[src/rtl/arpnc_pkg.sv]
package arpnc_pkg;

    localparam int CACHE_ENTRIES = 16;
    localparam int IDX_W = (CACHE_ENTRIES > 1) ? $clog2(CACHE_ENTRIES) : 1;
    localparam int CNT_W = 5;

    // request kinds
    localparam logic [1:0] REQ_INSERT  = 2'd0;
    localparam logic [1:0] REQ_LOOKUP  = 2'd1;
    localparam logic [1:0] REQ_RESOLVE = 2'd2;
    localparam logic [1:0] REQ_ARP_RX  = 2'd3;

    // entry states
    localparam logic [1:0] ENT_FREE       = 2'd0;
    localparam logic [1:0] ENT_INCOMPLETE = 2'd1;
    localparam logic [1:0] ENT_RESOLVED   = 2'd2;

    // result status codes
    localparam logic [1:0] RES_OK      = 2'd0;
    localparam logic [1:0] RES_MISS    = 2'd1;
    localparam logic [1:0] RES_PENDING = 2'd2;
    localparam logic [1:0] RES_IGNORED = 2'd3;

    // configuration register indexes
    localparam logic [1:0] CFG_OWN_IP   = 2'd0;
    localparam logic [1:0] CFG_MASK     = 2'd1;
    localparam logic [1:0] CFG_OWN_MAC  = 2'd2;
    localparam logic [1:0] CFG_LOOPBACK = 2'd3;

    // header field values of an Ethernet/IPv4 ARP packet
    localparam logic [15:0] ARP_HTYPE_ETH = 16'h0001;
    localparam logic [15:0] ARP_PTYPE_IP4 = 16'h0800;
    localparam logic [7:0]  ARP_HLEN      = 8'd6;
    localparam logic [7:0]  ARP_PLEN      = 8'd4;
    localparam logic [15:0] ARP_OP_REQ    = 16'h0001;

    typedef enum logic [1:0] {
        ST_IDLE,
        ST_SCAN,
        ST_DONE
    } arpnc_state_t;

    typedef struct packed {
        logic [1:0]  req_type;
        logic [31:0] peer_ip;
        logic [47:0] peer_mac;
        logic [31:0] target_ip;
        logic [15:0] arp_opcode;
        logic [15:0] hw_type;
        logic [15:0] proto_type;
        logic [7:0]  hw_len;
        logic [7:0]  proto_len;
        logic        frame_long_enough;
    } arpnc_in_t;

    typedef struct packed {
        logic [1:0]       status;
        logic [47:0]      result_mac;
        logic             send_request;
        logic             send_reply;
        logic [31:0]      out_peer_ip;
        logic [47:0]      out_peer_mac;
        logic [CNT_W-1:0] entries_in_use;
    } arpnc_out_t;

    // search token handed from cell to cell
    typedef struct packed {
        logic             active;
        logic [31:0]      key;
        logic             found;
        logic [IDX_W-1:0] found_idx;
        logic [1:0]       found_status;
        logic [47:0]      found_mac;
        logic             free_found;
        logic [IDX_W-1:0] free_idx;
        logic [IDX_W-1:0] old_idx;
        logic [31:0]      old_age;
        logic [CNT_W-1:0] used;
    } arpnc_token_t;

    // update broadcast to all cells
    typedef struct packed {
        logic             en;
        logic [IDX_W-1:0] idx;
        logic [1:0]       status;
        logic             set_ip;
        logic [31:0]      ip;
        logic             set_mac;
        logic [47:0]      mac;
        logic [31:0]      age;
    } arpnc_wr_t;

endpackage

[src/rtl/arpnc_cell.sv]
module arpnc_cell
    import arpnc_pkg::*;
(
    input  logic             aclk,
    input  logic             aresetn,
    input  logic [IDX_W-1:0] cell_idx,
    input  arpnc_token_t     tok_in,
    output arpnc_token_t     tok_out,
    input  arpnc_wr_t        wr
);

    logic [1:0]   status_reg;
    logic [31:0]  ip_reg;
    logic [47:0]  mac_reg;
    logic [31:0]  age_reg;
    arpnc_token_t tok_reg;
    arpnc_token_t tok_next;

    // fold this entry into the passing token
    always_comb begin
        tok_next = tok_in;
        if (tok_in.active && status_reg != ENT_FREE) begin
            tok_next.used = tok_in.used + CNT_W'(1);
            if (!tok_in.found && ip_reg == tok_in.key) begin
                tok_next.found        = 1'b1;
                tok_next.found_idx    = cell_idx;
                tok_next.found_status = status_reg;
                tok_next.found_mac    = mac_reg;
            end
            if (age_reg < tok_in.old_age) begin
                tok_next.old_idx = cell_idx;
                tok_next.old_age = age_reg;
            end
        end
        if (tok_in.active && status_reg == ENT_FREE && !tok_in.free_found) begin
            tok_next.free_found = 1'b1;
            tok_next.free_idx   = cell_idx;
        end
    end

    always_ff @(posedge aclk) begin
        if (!aresetn) begin
            tok_reg <= '0;
        end else begin
            tok_reg <= tok_next;
        end
    end

    // entry storage
    always_ff @(posedge aclk) begin
        if (!aresetn) begin
            status_reg <= ENT_FREE;
        end else if (wr.en && wr.idx == cell_idx) begin
            status_reg <= wr.status;
        end
    end

    always_ff @(posedge aclk) begin
        if (wr.en && wr.idx == cell_idx) begin
            age_reg <= wr.age;
            if (wr.set_ip) begin
                ip_reg <= wr.ip;
            end
            if (wr.set_mac) begin
                mac_reg <= wr.mac;
            end
        end
    end

    assign tok_out = tok_reg;

endmodule

[config.mk]
export PLATFORM = sky130hd
export DESIGN_NAME = arpnc_cell
export DESIGN_NICKNAME = d
export VERILOG_FILES = /design/src/rtl/arpnc_pkg.sv /design/src/rtl/arpnc_cell.sv
export SDC_FILE = /design/constraint.sdc
export NUM_CORES = 1
export LEC_CHECK = 0
export ABC_AREA = 1
export BUFFER_PORTS_ARGS = -buffer_cell sky130_fd_sc_hd__buf_2
export CAP_MARGIN = 20
export CORE_MARGIN = 4
export CORE_UTILIZATION = 40
export DETAILED_ROUTE_END_ITERATION = 6
export PLACE_DENSITY_LB_ADDON = 0.2
export RECOVER_POWER = 25
export SYNTH_ARGS = -nofsm -noshare
export SYNTH_HDL_FRONTEND = slang
export SYNTH_SLANG_ARGS = --single-unit
export TNS_END_PERCENT = 1
[constraint.sdc]
create_clock -name aclk -period 6.2 [get_ports aclk]
set_clock_uncertainty 0.1 [all_clocks]
set_input_delay 0.62 -clock aclk [delete_from_list [all_inputs] [get_ports aclk]]
set_output_delay 0.62 -clock aclk [all_outputs]
set_load 0.02 [all_outputs]
==> key figures <==
Finish
  – Layout cells sized above 1: 0.287
  – Fillers: 2517
  – Nets: 1857
  – Most common cell after layout, fill and taps aside: buf_2
  – Commonest non-fill, non-tap cells in the layout: buf_2 (391), inv_1 (284), nand2_1 (219), dfxtp_1 (136), nor2_1 (125)
  – Max FFs per register: 134
  – Area grow syn2layout: 29.7%

Clock network
  – Hold buffers post-CTS: 0
  – CTS resizes: 0
  – TritonCTS clock tree: built
  – Num CTS Buffers: 28
  – CTS sink cnt: 248
  – H-tree levels: 1
  – Clock insertion delay at the later pin of the skew report: 530 ps
  – Clk root buf: clkbuf_16
  – Reg clk slew, reported paths: 60 ps
  – Max Root-Sink Buffers: 3
  – Post-CTS Setup Inserts: 0

Global route
  – Initial antenna violation count: 12
  – Number of global-route vias before repair: 8426
  – GRT Total Usage: 0.189
  – First-pass GRT wire length: 43400 um
  – Largest net degree at the start of global routing: 69
  – GR Overflow Total: 0

Routing
  – Routed WL per cell: 14.9 um
  – DRT antenna net count: 0
  – Initial DRC Count: 414
  – WL final: 28700 um
  – Drt via density: 4.43
  – Via Count: 8564
  – First-pass detailed-route iteration total: 6
  – # DRC: 0

STA
  – Tcrit/Tclk final: 0.606
  – Fin Setup TNS: 0 ps
  – Worst rel slew slack: -1.03
  – Final setup fails: 0
  – Peak Freq: 266 MHz
  – Worst-Margin Slew: 3050 ps
  – Final min period: 3760 ps
  – RSZ-0062 raised after global routing: false
  – Slew Limit Fails: 67
  – Final WS setup: 2440 ps
  – Final hold violations: 0

Power
  – Power Density: 282 mW/mm2
  – Lkg Pwr: 0.00741 uW
  – Combinational power share: 0.102
  – VDD IR-drop max: 251 uV
  – Net Sw Frac: 0.232
  – Clock share of power: 0.428
  – P_sw: 890 uW
  – Int Pwr: 2950 uW
  – Seq pwr share: 0.469

Worst setup path
  – Critical path class: input port to register
  – RR Startpoint: status_reg[1]
  – Startpoint Class: input port
  – WP data arrival: 4110 ps
  – Worst Path Required: 6550 ps
  – FF-to-FF setup slack: 3300 ps
  – Critical path fanouts, max: 68
  – R2R cell count: 11
  – Worst setup EP type: register
  – RR Endpoint: tok_out[56]

Floorplanning
  – Chip height: 170 um
  – Die span in x: 170 um
  – Core Area: 0.0260 mm2
  – # rows: 59
  – Initial Util: 0.404
  – Die ar.: 0.0289 mm2
  – Io pins: 395

Synth
  – Sequential element share of the synthesized area: 0.579
  – Top cell type's share of synthesized area: 0.320
  – Post-Synthesis Cells: 1183
  – Mean Syn Cell Area: 8.88 um2
  – Post-Syn Area: 0.0105 mm2
  – Syn_nets: 1476
  – Yosys reg bits: 248
  – Count of cell types in the netlist: 28
  – Leading area contributor after synthesis: edfxtp_1
  – Syn. warnings: 0
  – Largest cells by area after synthesis: edfxtp_1 (32%), dfxtp_1 (26%), inv_1 (10%)

Placed design
  – Placed wire-length estimate: 20900 um
  – Port bufs: 394
  – GP Congestion: 0.841
  – Pre-CTS setup slack: 2800 ps

Run status
  – Failing checks: capacitance limit, slew limit
  – Status: finished, violations left

Min path
  – Min-Delay Path Class: input port to register
  – Worst hold endpoint: mac_reg[41]
  – Worst hold start: wr[73]
  – Hold path depth: 1

Flow run
  – Max Cap Viol: 1
worst max path at each step:
stage                       start             to  slack, ps
finish                    aresetn  status_reg[1]       2440
global route              aresetn  status_reg[1]       2160
CTS                 status_reg[1]    tok_out[56]       3140
detailed placement    tok_in[133]    tok_out[56]       2800
global placement      tok_in[133]    tok_out[98]       2810
floorplan             cell_idx[0]     mac_reg[0]       2410
metal layers:
layer / share of wire / vias up / track usage / wire length [um]
li1: - / 4410 / - / -
met1: 0.38 / 3792 / 0.219 / 11000
met2: 0.49 / 295 / 0.328 / 14100
met3: 0.090 / 63 / 0.0592 / 2580
met4: 0.036 / 4 / 0.0698 / 1040
met5: 0.00077 / - / 0 / 22
worst max-delay path: stages:
cell	delay (ps)
clkbuf_1	2110
buf_4	860
o21ai_0	230
a21oi_1	190
cells by family (layout without fill, tap and decap cells):
logic type | Yosys count | count (layout) | synth area share
AOI/OAI and AO/OA | 76 | 76 | 0.0376
xor gates and xnor gates | 31 | 31 | 0.0258
adders and majority gates | 32 | 32 | 0.0381
buffers and inverters | 338 | 741 | 0.134
DFF | 248 | 248 | 0.579
other | 0 | 11 | 0
and+or+nand+nor | 458 | 458 | 0.185
cell usage after synthesis:
master / number
inv_1: 285
nand2_1: 220
dfxtp_1: 136
nor2_1: 128
edfxtp_1: 112
a21oi_1: 59
nand4_1: 57
nand3_1: 43
ha_1: 32
buf_6: 17
clkbuf_1: 17
xor2_1: 17
o21ai_0: 14
xnor2_1: 14
buf_1: 11
buf_2: 6
nor3_1: 4
a21oi_4: 1
buf_4: 1
inv_2: 1
nand3_4: 1
nand3b_1: 1
nor2_2: 1
nor3b_1: 1
nor4_1: 1
o21ai_1: 1
o21ai_2: 1
or2_2: 1
cell type report:
type	count	area, um2	share of cell area
Sequential cell	248	6090	0.446
Inverter	286	1070	0.0788
Clock buffer	49	932	0.0684
Tap cell	335	419	0.0308
Multi-Input combinational cell	597	3040	0.223
Antenna cell	11	27.5	0.00202
Clock inverter	3	15.0	0.00110
Timing Repair Buffer	403	2040	0.149
power groups by stage:
stage          Combinational (uW)  Clock, uW  Sequential, uW
4_1_cts                       396       1700            1800
3_3_place_gp                  389          0            1840
5_1_grt                       443       1770            1810
2_1_floorplan                 146          0            1900
3_5_place_dp                  394          0            1840
6_report                      393       1640            1800
metrics by stage:
stage / total power [uW] / utilization / cells / hold WS, ps / cell area (um2)
after global routing: 4020 / 0.524 / 1930 / 125 / 13600
after global placement: 2220 / 0.487 / 1869 / 401 / 12700
after CTS: 3900 / 0.524 / 1921 / 127 / 13600
final: 3840 / 0.525 / 1932 / 163 / 13600
after detailed placement: 2230 / 0.487 / 1869 / 409 / 12700
after floorplan: 2050 / - / 1183 / 368 / 10500
Power figures use the tool's default switching activity.
